<file path="src/design/lmn_pkg.sv">
package lmn_pkg;

    localparam int MAX_NODES = 16;
    localparam int NODE_W    = $clog2(MAX_NODES);
    localparam int SCAN_W    = NODE_W + 1;
    localparam int TIME_W    = 32;
    localparam int OK_W      = 5;
    localparam int CNT_W     = OK_W + 1;

    localparam logic [TIME_W-1:0] TIME_MAX    = '1;
    localparam logic [OK_W-1:0]   OKCOUNT_MAX = '1;

    typedef logic [NODE_W-1:0] lmn_idx_t;
    typedef logic [TIME_W-1:0] lmn_time_t;

    typedef enum logic [2:0] {
        CMD_LOCK    = 3'd0,
        CMD_UNLOCK  = 3'd1,
        CMD_REQ     = 3'd2,
        CMD_OK      = 3'd3,
        CMD_RELEASE = 3'd4
    } lmn_cmd_t;

    typedef enum logic [1:0] {
        ACT_NONE    = 2'd0,
        ACT_REQ     = 2'd1,
        ACT_OK      = 2'd2,
        ACT_RELEASE = 2'd3
    } lmn_act_t;

    typedef enum logic {
        CFG_OWN_NODE   = 1'b0,
        CFG_NODE_COUNT = 1'b1
    } lmn_cfg_idx_t;

    typedef struct packed {
        logic [2:0]  command;
        logic [3:0]  source_node;
        logic [31:0] msg_time;
    } lmn_in_t;

    typedef struct packed {
        logic [1:0]  send_action;
        logic [3:0]  dest_node;
        logic [31:0] send_time;
        logic        grant;
    } lmn_out_t;

endpackage

</file>
<file path="src/design/lamport_mutex_node.sv">
// The result strobe is registered after the EXEC and RD_OWN states when no grant test is
// needed, and after EXEC, RD_OWN and SCAN when the own request is pending with enough OKs.
// Busy holds off new items until the result is out; the head search reads the request table
// one entry a cycle through a single registered read port and one comparator.
// The result is shown for one cycle; a new item may start in that cycle.
// Reset clears clocks, counts, flags and all table valid bits at once: no clearing pass.
module lamport_mutex_node (
    input  logic             clk,
    input  logic             rst_n,
    input  logic             start,
    output logic             busy,
    input  lmn_pkg::lmn_in_t msg,
    output logic             result_valid,
    output lmn_pkg::lmn_out_t result,
    input  logic             cfg_valid,
    output logic             cfg_ready,
    input  logic             cfg_index,
    input  logic [4:0]       cfg_data
);
    import lmn_pkg::*;

    typedef enum logic [1:0] {
        ST_IDLE,
        ST_EXEC,
        ST_RD_OWN,
        ST_SCAN
    } state_t;

    state_t              state_reg, state_next;
    lmn_in_t             msg_reg, msg_next;
    logic [3:0]          own_node_reg, own_node_next;
    logic [4:0]          node_count_reg, node_count_next;
    logic [MAX_NODES-1:0] valid_reg, valid_next;
    lmn_time_t           clock_reg, clock_next;
    lmn_time_t           max_seen_reg, max_seen_next;
    logic [OK_W-1:0]     ok_count_reg, ok_count_next;
    logic                waiting_reg, waiting_next;
    logic                holding_reg, holding_next;
    logic [SCAN_W-1:0]   scan_idx_reg, scan_idx_next;
    lmn_time_t           own_time_reg, own_time_next;
    logic                lose_reg, lose_next;
    lmn_out_t            result_reg, result_next;
    logic                result_valid_reg, result_valid_next;

    lmn_idx_t            me;
    lmn_idx_t            src_idx;
    logic                src_ok;
    lmn_time_t           clock_inc;
    lmn_time_t           seen_inc;
    logic [CNT_W-1:0]    active;
    logic [CNT_W-1:0]    ok_plus;
    logic                grant_ready;

    logic                wr_en;
    lmn_idx_t            wr_addr;
    lmn_time_t           wr_data;
    lmn_idx_t            rd_addr;
    lmn_time_t           rd_data;

    lmn_idx_t            entry_idx;
    logic                ahead;

    assign me        = NODE_W'(32'(own_node_reg) % MAX_NODES);
    assign src_idx   = NODE_W'(msg_reg.source_node);
    assign src_ok    = (32'(msg_reg.source_node) < MAX_NODES) &&
                       (msg_reg.source_node != own_node_reg);
    assign clock_inc = (clock_reg == TIME_MAX) ? TIME_MAX : clock_reg + 1'b1;
    assign seen_inc  = (max_seen_reg == TIME_MAX) ? TIME_MAX : max_seen_reg + 1'b1;
    assign entry_idx = NODE_W'(scan_idx_reg - 1'b1);
    assign ok_plus   = {1'b0, ok_count_reg} + 1'b1;

    always_comb
    begin
        priority if (node_count_reg == '0)
        begin
            active = CNT_W'(1);
        end
        else if (32'(node_count_reg) > MAX_NODES)
        begin
            active = CNT_W'(MAX_NODES);
        end
        else
        begin
            active = {1'b0, node_count_reg};
        end
    end

    assign grant_ready = waiting_reg && valid_reg[me] && (ok_plus >= active);

    lmn_req_ram u_ram (
        .clk     (clk),
        .wr_en   (wr_en),
        .wr_addr (wr_addr),
        .wr_data (wr_data),
        .rd_addr (rd_addr),
        .rd_data (rd_data)
    );

    lmn_head_cmp u_cmp (
        .entry_valid (valid_reg[entry_idx]),
        .entry_idx   (entry_idx),
        .entry_time  (rd_data),
        .own_idx     (me),
        .own_time    (own_time_reg),
        .ahead       (ahead)
    );

    always_comb
    begin
        state_next        = state_reg;
        msg_next          = msg_reg;
        own_node_next     = own_node_reg;
        node_count_next   = node_count_reg;
        valid_next        = valid_reg;
        clock_next        = clock_reg;
        max_seen_next     = max_seen_reg;
        ok_count_next     = ok_count_reg;
        waiting_next      = waiting_reg;
        holding_next      = holding_reg;
        scan_idx_next     = scan_idx_reg;
        own_time_next     = own_time_reg;
        lose_next         = lose_reg;
        result_next       = result_reg;
        result_valid_next = 1'b0;
        wr_en             = 1'b0;
        wr_addr           = me;
        wr_data           = clock_inc;
        rd_addr           = me;

        if (cfg_valid)
        begin
            unique case (cfg_index)
                CFG_OWN_NODE:   own_node_next   = cfg_data[3:0];
                CFG_NODE_COUNT: node_count_next = cfg_data;
            endcase
        end

        unique case (state_reg)
            ST_IDLE:
            begin
                if (start)
                begin
                    msg_next   = msg;
                    state_next = ST_EXEC;
                end
            end
            ST_EXEC:
            begin
                result_next = '0;
                unique case (msg_reg.command)
                    CMD_LOCK:
                    begin
                        if (!waiting_reg && !holding_reg)
                        begin
                            clock_next              = clock_inc;
                            wr_en                   = 1'b1;
                            valid_next[me]          = 1'b1;
                            ok_count_next           = '0;
                            waiting_next            = 1'b1;
                            result_next.send_action = ACT_REQ;
                            result_next.send_time   = clock_inc;
                        end
                    end
                    CMD_UNLOCK:
                    begin
                        if (holding_reg)
                        begin
                            valid_next[me]          = 1'b0;
                            holding_next            = 1'b0;
                            result_next.send_action = ACT_RELEASE;
                            result_next.send_time   = clock_reg;
                            if (seen_inc > clock_reg)
                            begin
                                clock_next = seen_inc;
                            end
                        end
                    end
                    CMD_REQ, CMD_OK, CMD_RELEASE:
                    begin
                        if (src_ok)
                        begin
                            if (msg_reg.msg_time > max_seen_reg)
                            begin
                                max_seen_next = msg_reg.msg_time;
                            end
                            unique case (msg_reg.command)
                                CMD_REQ:
                                begin
                                    wr_en                   = 1'b1;
                                    wr_addr                 = src_idx;
                                    wr_data                 = msg_reg.msg_time;
                                    valid_next[src_idx]     = 1'b1;
                                    result_next.send_action = ACT_OK;
                                    result_next.dest_node   = msg_reg.source_node;
                                    result_next.send_time   = clock_reg;
                                end
                                CMD_OK:
                                begin
                                    if (ok_count_reg != OKCOUNT_MAX)
                                    begin
                                        ok_count_next = ok_count_reg + 1'b1;
                                    end
                                end
                                default:
                                begin
                                    valid_next[src_idx] = 1'b0;
                                end
                            endcase
                        end
                    end
                    default:
                    begin
                    end
                endcase
                state_next = ST_RD_OWN;
            end
            ST_RD_OWN:
            begin
                if (grant_ready)
                begin
                    scan_idx_next = '0;
                    lose_next     = 1'b0;
                    state_next    = ST_SCAN;
                end
                else
                begin
                    result_valid_next = 1'b1;
                    state_next        = ST_IDLE;
                end
            end
            ST_SCAN:
            begin
                rd_addr = scan_idx_reg[NODE_W-1:0];
                if (scan_idx_reg == '0)
                begin
                    own_time_next = rd_data;
                end
                else if (ahead)
                begin
                    lose_next = 1'b1;
                end
                if (scan_idx_reg == SCAN_W'(MAX_NODES))
                begin
                    if (!(lose_reg || ahead))
                    begin
                        waiting_next      = 1'b0;
                        holding_next      = 1'b1;
                        result_next.grant = 1'b1;
                    end
                    result_valid_next = 1'b1;
                    state_next        = ST_IDLE;
                end
                else
                begin
                    scan_idx_next = scan_idx_reg + 1'b1;
                end
            end
        endcase
    end

    always_ff @(posedge clk or negedge rst_n)
    begin
        if (!rst_n)
        begin
            state_reg        <= ST_IDLE;
            own_node_reg     <= '0;
            node_count_reg   <= 5'd1;
            valid_reg        <= '0;
            clock_reg        <= '0;
            max_seen_reg     <= '0;
            ok_count_reg     <= '0;
            waiting_reg      <= 1'b0;
            holding_reg      <= 1'b0;
            scan_idx_reg     <= '0;
            lose_reg         <= 1'b0;
            result_valid_reg <= 1'b0;
        end
        else
        begin
            state_reg        <= state_next;
            own_node_reg     <= own_node_next;
            node_count_reg   <= node_count_next;
            valid_reg        <= valid_next;
            clock_reg        <= clock_next;
            max_seen_reg     <= max_seen_next;
            ok_count_reg     <= ok_count_next;
            waiting_reg      <= waiting_next;
            holding_reg      <= holding_next;
            scan_idx_reg     <= scan_idx_next;
            lose_reg         <= lose_next;
            result_valid_reg <= result_valid_next;
        end
    end

    always_ff @(posedge clk)
    begin
        msg_reg      <= msg_next;
        own_time_reg <= own_time_next;
        result_reg   <= result_next;
    end

    assign busy         = (state_reg != ST_IDLE);
    assign cfg_ready    = 1'b1;
    assign result_valid = result_valid_reg;
    assign result       = result_reg;

endmodule

</file>
<file path="src/design/lmn_req_ram.sv">
module lmn_req_ram (
    input  logic              clk,
    input  logic              wr_en,
    input  lmn_pkg::lmn_idx_t  wr_addr,
    input  lmn_pkg::lmn_time_t wr_data,
    input  lmn_pkg::lmn_idx_t  rd_addr,
    output lmn_pkg::lmn_time_t rd_data
);
    import lmn_pkg::*;

    lmn_time_t mem [MAX_NODES];
    lmn_time_t rd_data_reg;

    always_ff @(posedge clk)
    begin
        if (wr_en)
        begin
            mem[wr_addr] <= wr_data;
        end
        rd_data_reg <= mem[rd_addr];
    end

    assign rd_data = rd_data_reg;

endmodule

</file>
<file path="src/design/lmn_head_cmp.sv">
module lmn_head_cmp (
    input  logic               entry_valid,
    input  lmn_pkg::lmn_idx_t  entry_idx,
    input  lmn_pkg::lmn_time_t entry_time,
    input  lmn_pkg::lmn_idx_t  own_idx,
    input  lmn_pkg::lmn_time_t own_time,
    output logic               ahead
);
    import lmn_pkg::*;

    logic earlier;

    assign earlier = (entry_time < own_time) ||
                     ((entry_time == own_time) && (entry_idx < own_idx));
    assign ahead   = entry_valid && (entry_idx != own_idx) && earlier;

endmodule

</file>
<file path="config.mk">
export PLATFORM = sky130hd
export DESIGN_NAME = lamport_mutex_node
export DESIGN_NICKNAME = d
export VERILOG_FILES = /design/src/design/lmn_pkg.sv /design/src/design/lamport_mutex_node.sv /design/src/design/lmn_req_ram.sv /design/src/design/lmn_head_cmp.sv
export SDC_FILE = /design/constraint.sdc
export NUM_CORES = 1
export LEC_CHECK = 0
export BUFFER_PORTS_ARGS = -buffer_cell sky130_fd_sc_hd__buf_2
export CELL_PAD_IN_SITES_DETAIL_PLACEMENT = 0
export CELL_PAD_IN_SITES_GLOBAL_PLACEMENT = 1
export CORE_ASPECT_RATIO = 0.7
export CORE_MARGIN = 5
export CORE_UTILIZATION = 43
export DETAILED_ROUTE_END_ITERATION = 7
export GPL_ROUTABILITY_DRIVEN = 0
export MAX_ROUTING_LAYER = met4
export PLACE_DENSITY = 0.79
export SKIP_CTS_REPAIR_TIMING = 1
export SYNTH_ARGS = -nofsm -noshare
export SYNTH_HDL_FRONTEND = slang
export SYNTH_SLANG_ARGS = --single-unit
</file>
<file path="constraint.sdc">
create_clock -name clk -period 12.2 [get_ports clk]
set_input_delay 0.61 -clock clk [delete_from_list [all_inputs] [get_ports clk]]
set_output_delay 0.61 -clock clk [all_outputs]
set_load 0.005 [all_outputs]
</file>
* Word level (Yosys, flattened, before mapping) *
Memory sizes are Yosys's and may differ from the RTL's. A register that Yosys moved wholly into a read port is not among the register bits.
Index checks and enable logic that the tools add are counted.

cells by class
  add/subtract/negate cells = 6
  order comparisons = 11
  equality and inequality tests = 31
  multiplexer cells = 74
  bitwise operators = 7
  reduce and logical (&&, ||, !) cells = 38

operators with widths
  cell                                                        number
  two-way mux 32 bit                                          11
  one-hot mux 32 bit (3 select lines)                         1
  two-way mux 38 bit                                          2
  adder 32 x 1 -> 32 bit, second input constant               2
  equality test 32 bit, second input constant                 2
  > comparator 32 bit                                         2
  one-hot mux 32 bit (2 select lines)                         1
  two-way mux 16 bit                                          3
  one-hot mux 16 bit (3 select lines)                         1
  two-way mux 5 bit                                           7
  AND 16 bit                                                  2
  equality test 32 bit                                        1
  less-than comparator 32 bit                                 1
  NOT 16 bit                                                  2
  OR 16 bit                                                   2
  one-hot mux 16 bit (2 select lines)                         1
  inequality test 2 bit, second input constant                15
  two-way mux 1 bit                                           23
  two-way mux 4 bit                                           5
  one-hot mux 5 bit (2 select lines)                          2
  less-than comparator 4 x 5 -> 1 bit, second input constant  3
  one-hot mux 1 bit (2 select lines)                          6
  AND reduction 4 bit                                         3
  AND reduction 6 bit                                         2
  other kinds (35)                                            67

word-level totals
  bits in registers = 215
  bits in writable memories = 512
  memories kept = 1

memory list
  name       words  bits a word  read ports  clocked after Yosys merged registers in  write ports  line               text
  u_ram.mem  16     32           1           1                                        1            lmn_req_ram.sv:11  lmn_time_t mem [MAX_NODES];

* Depth between registers and ports, before layout *
  depth after elaboration = 9
  depth in mapped cells = 18

* Modules after synthesis *
Synthesis repeated with hierarchy kept, for this count alone.

unflattened totals
  cell total of the unflattened synthesis = 2,303
  area total of the unflattened synthesis = 33,888.8 um^2

modules (own cells, without submodules)
  module              times used  cells an instance  area each (um^2)  sequential area each (um^2)
  lmn_req_ram         1           838                19,854.0          16,015.4
  lamport_mutex_node  1           1,339              13,126.3          5,931.9
  lmn_head_cmp        1           126                908.4             0.0

* Least setup slack after synthesis *
Ideal clock, no wire load.

  kind = flip-flop to flip-flop
  start = register state_reg[1]
  end = memory u_ram.mem[4][0] in the netlist's numbering, enable pin
  arrival = 3.753 ns
  data required time = 11.779 ns
  slack = 8.026 ns
  cell stages (with the launch flop) = 7
  path buffers = 1
  period minus slack after synthesis = 4.174 ns
  path through = dfrtp_1 -> inv_1 -> nand2_1 -> inv_1 -> clkbuf_1 -> nand3_1 -> nor2_1

between the ends
  longest elaborated chain between the ends = 4
  elaborated cells on any way between the ends = 5
  classes of those cells = eq/ne: 1; mux: 4

RTL lines
  item                                     line                       text
  from (decl)                              lamport_mutex_node.sv:29   state_t state_reg, state_next;
  from (signal assigned)                   lamport_mutex_node.sv:280  state_reg <= state_next;
  equality test 2 x 1 -> 1 bit *           lamport_mutex_node.sv:138  unique case (state_reg)
  two-way mux 1 bit                        lamport_mutex_node.sv:138
  two-way mux 1 bit                        lmn_req_ram.sv:16          if (wr_en)
  two-way mux 1 bit (implied by the code)  lmn_req_ram.sv:18          mem[wr_addr] <= wr_data;
  to (decl)                                lmn_req_ram.sv:11

Mark *: on every way between the ends. The rest lies on a longest branch, timed or not.

* Worst setup path after layout *
  start = register max_seen_reg[7]
  end = register clock_reg[14]

between the ends
  longest elaborated chain between the ends = 5
  elaborated cells on any way between the ends = 9
  classes of those cells = add/sub: 1; order compare: 1; eq/ne: 2; mux: 4; reduce/logical: 1

RTL lines
  item                                                                                         line                       text
  from (decl)                                                                                  lamport_mutex_node.sv:35   lmn_time_t max_seen_reg, max_seen_next;
  from (signal assigned)                                                                       lamport_mutex_node.sv:285  max_seen_reg <= max_seen_next;
  adder 32 x 1 -> 32 bit / equality test 32 bit (equally long branches)                        lamport_mutex_node.sv:68   assign seen_inc = (max_seen_reg == TIME_MAX) ? TIME_MAX : max_seen_reg + 1'b1;
  two-way mux 32 bit *                                                                         lamport_mutex_node.sv:68
  > comparator 32 bit / two-way mux 32 bit (equally long branches)                             lamport_mutex_node.sv:172  if (seen_inc > clock_reg)
  inequality test 2 bit (no line) / two-way mux 32 bit (equally long branches)                 n/a
  AND reduction 5 bit (no line) / one-hot mux 32 bit (2 select lines) (equally long branches)  n/a
  to (signal assigned)                                                                         lamport_mutex_node.sv:284  clock_reg <= clock_next;
  to (decl)                                                                                    lamport_mutex_node.sv:34   lmn_time_t clock_reg, clock_next;

Mark *: on every way between the ends. The rest lies on a longest branch, timed or not. The select of a mux whose other input is x is not followed.
A chain may end at the register's enable or synchronous reset.

==> qor.yml <==
outcome:
  status: "complete, but fails checks"
  violations: "hold timing"
critical_path:
  critPathSlowestCell: "nor3_1"
  worstSetupStartpointType: "register"
  crit_chain: "nand3_1, nor3_1, nand4_1, xnor2_1, nand2_1, ha_1, nand4_1, nor4_1, nand2_1, a31oi_2, buf_4, o21a_1, buf_4, mux2_2"
  reg2reg_slack_ns: 7.16
  cp_max_fo: 22
  r2r_cells: 14
  worstPathRequired_ns: 12.71
  path_depth: 14
  end_kind: "register"
  worstPathArrival_ns: 5.55
  cp_num_buf_inv: 2
  path_class: "reg -> reg"
  max_stage_delay_ns: 0.71
  timing.rr.end: "clock_reg[14]$_DFFE_PN0P_"
  rr_startpoint: "max_seen_reg[7]$_DFFE_PN0P_"
  critical_path.top_delay_family: "simple AND/OR/NAND/NOR gates"
run:
  cap_violations: 0
sta:
  final.period_utilization_pct: 41.3
  setup_tns_ns: 0
  fin_worst_skew_ns: 0.0344
  final_max_slew_viol_count: 0
  rsz0062_at_grt: "false"
  layout_min_cycle_time_ns: 5.04
  hold_violations: 14
  fmax_mhz: 198
  fin_ws_ns: 7.16
  setup_viol: 0
  relSlewSlack_pct: 4.55
  holdWs_ns: -0.0115
  tightest_slew_ns: 1.43
clocking:
  clk_pin_slew_ns: 0.06
  tritoncts: "yes"
  htreeDepth: 3
  root_buffer: "clkbuf_16"
  clock_latency_ns: 0.63
  clock_sinks: 759
  cts_made_buffers: 71
  clk_path_buf_depth: 3
placement:
  preCtsSetupSlack_ns: 7.29
  placed_cell_area_sq_um: 36800
  io_buffers: 89
  hpwlAfterDp_mm: 57.7
logic_synthesis:
  synthAdderAreaFrac_pct: 4.01
  synth_top_family_by_area: "multiplexers"
  synth.avg_cell_area_sq_um: 13.7
  synth-async-reset-ratio_pct: 13.8
  synth.area.mux_share_pct: 10.2
  synth_cell_types: 71
  yosys_warnings: 0
  synth_ff_type: "edfxtp_1"
  ys_seq_elements: 759
  yosys.area_share.xor_xnor_pct: 1.35
  syn-num-nets: 2705
  synth-edff-count: 622
  netlist_area_sq_um: 35000
  synth-compound-area-share_pct: 10.0
  syn_inst: 2544
  ys_seq_area_share_pct: 62.8
  synth-simple-area-share_pct: 8.52
route:
  vias: 22931
  wl_per_cell_um: 24.8
  first_iter_violations: 2647
  first_pass_iters: 5
  drc: 0
  totalWireLength_mm: 92.7
  ant_nets: 0
  vias_per_cell: 6.13
cells_and_area:
  multi_input_area_sq_um: 12200
  fill_cells: 6829
  largest_reg_flops: 512
  final_nets: 2779
  seq_area_sq_um: 21900
  layout_common_cells: "622 x edfxtp_1, 229 x nand2_1, 138 x mux4_2, 128 x a21oi_1, 116 x o21ai_0"
  final_common_cell: "edfxtp_1"
  drive_above_1_share_pct: 17.2
  area_growth_pct: 11.9
  fin_area_sq_um: 39100
floorplan:
  initial_utilization_pct: 43.4
  coreArea_sq_um: 80600
  ios: 91
  die_x_um: 351
  chipHeight_um: 249
  die_area_sq_um: 87200
  rows: 87
power:
  seqPwrFrac_pct: 46.9
  peakVddDrop_mv: 0.143
  clockPowerShare_pct: 29.5
  power.internal_uw: 5250
  swShare_pct: 30.9
  power_frac_comb_pct: 23.6
  powerDensity_nw_per_um2: 194
  power_leakage_uw: 0.0138
  switching_power_uw: 2350
worst_hold_path:
  hold_path.class: "in -> async"
grt:
  grt_pass1_wl_mm: 140
  grt_start_max_net_pins: 129
  globalRouteOverflowTotal: 0
  antenna_found_initial: 2
  grt_usage_pct: 21.6
  first_global_vias: 22355
-- metrics by stage --
stage	std cells	util, %	total power [uW]	hold slack, ns
after floorplan	2544	-	4740	0.314
after global placement	3613	45.7	5320	0.413
after detailed placement	3613	45.7	5390	0.426
after CTS	3741	48.6	7630	-0.0222
after global routing	3742	48.6	7950	0.00735
final	3742	48.6	7600	-0.0115
-- how the worst max path moves through the flow --
stage                                      from                   endpoint
global route        max_seen_reg[7]$_DFFE_PN0P_  clock_reg[14]$_DFFE_PN0P_
detailed placement     state_reg[0]$_DFFE_PN0P_   u_ram.rd_data[7]$_DFF_P_
finish              max_seen_reg[7]$_DFFE_PN0P_  clock_reg[14]$_DFFE_PN0P_
global placement    max_seen_reg[8]$_DFFE_PN0P_  clock_reg[26]$_DFFE_PN0P_
CTS                    state_reg[0]$_DFFE_PN0P_   u_ram.rd_data[7]$_DFF_P_
floorplan              state_reg[1]$_DFFE_PN0P_  u_ram.mem[4][0]$_DFFE_PP_
-- worst register-to-register path: cells and delay by family (launching register included) --
family | cells | cell delay (ns)
and+or+nand+nor | 7 | 2.17
xor gates and xnor gates | 1 | 0.25
AOI/OAI and AO/OA | 2 | 0.58
adders and majority gates | 1 | 0.33
buffers and inverters | 2 | 0.66
muxes | 1 | 0.37
DFF | 1 | 0.55
-- per-layer routing --
| metal | global-route usage [%] | wire, um |
|---|---|---|
| met1 | 31.4 | 40500 |
| met2 | 30.5 | 40300 |
| met3 | 6.07 | 10100 |
| met4 | 4.57 | 1860 |
| met5 | - | 0 |
-- cells in the mapped netlist, drive strengths merged, types with 5 or more instances --
library cell,count,area share (%)
o221ai,16,0.40
xnor2,46,1.2
or3,6,0.12
o21a,8,0.17
o21ai,124,1.8
nand2b,10,0.18
nor4,25,0.61
nor3,36,0.52
a22oi,18,0.39
dfxtp,32,1.8
nor2b,10,0.18
or2,5,0.089
a211oi,70,1.5
o211ai,23,0.49
ha,112,4.0
edfxtp,622,53
a21o,12,0.26
o31ai,7,0.15
a32o,11,0.31
xor2,8,0.20
a2bb2oi,10,0.25
nand3,42,0.62
inv,117,1.3
o22ai,11,0.20
buf,58,0.91
nand4,48,0.91
clkbuf,90,0.97
a21oi,128,1.8
and4,5,0.13
nand2,229,2.5
and2,43,0.77
dfrtp,104,7.4
and3,13,0.23
nor2,133,1.4
mux2i,29,0.83
mux2,15,0.48
a31oi,90,1.6
mux4,138,8.9
a22o,8,0.20
-- kinds of logic after synthesis --
family                     Yosys count
buffers and inverters              265
xor gates and xnor gates            54
and+or+nand+nor                    616
DFF                                759
AOI/OAI and AO/OA                  555
adders and majority gates          112
muxes                              182
other                                1
-- cell type report --
class / instances / share of cell area, %
clock buffers: 92 / 4.90
well taps: 1068 / 3.41
diodes: 1 / 0.00639
clock inverters: 36 / 1.00
repair buffers: 149 / 2.33
flip-flops and latches: 759 / 56.1
inverters: 117 / 1.12
multi-input cells: 1520 / 31.2
-- power groups by stage --
stage	Sequential (uW)	Combinational, uW	Clock [uW]
final	3560	1800	2240
after global routing	3590	1970	2390
after CTS	3560	1790	2280
after detailed placement	3610	1780	0
after global placement	3600	1720	0
after floorplan	3480	1260	0
No activity file was read; power rests on OpenSTA's default activity.
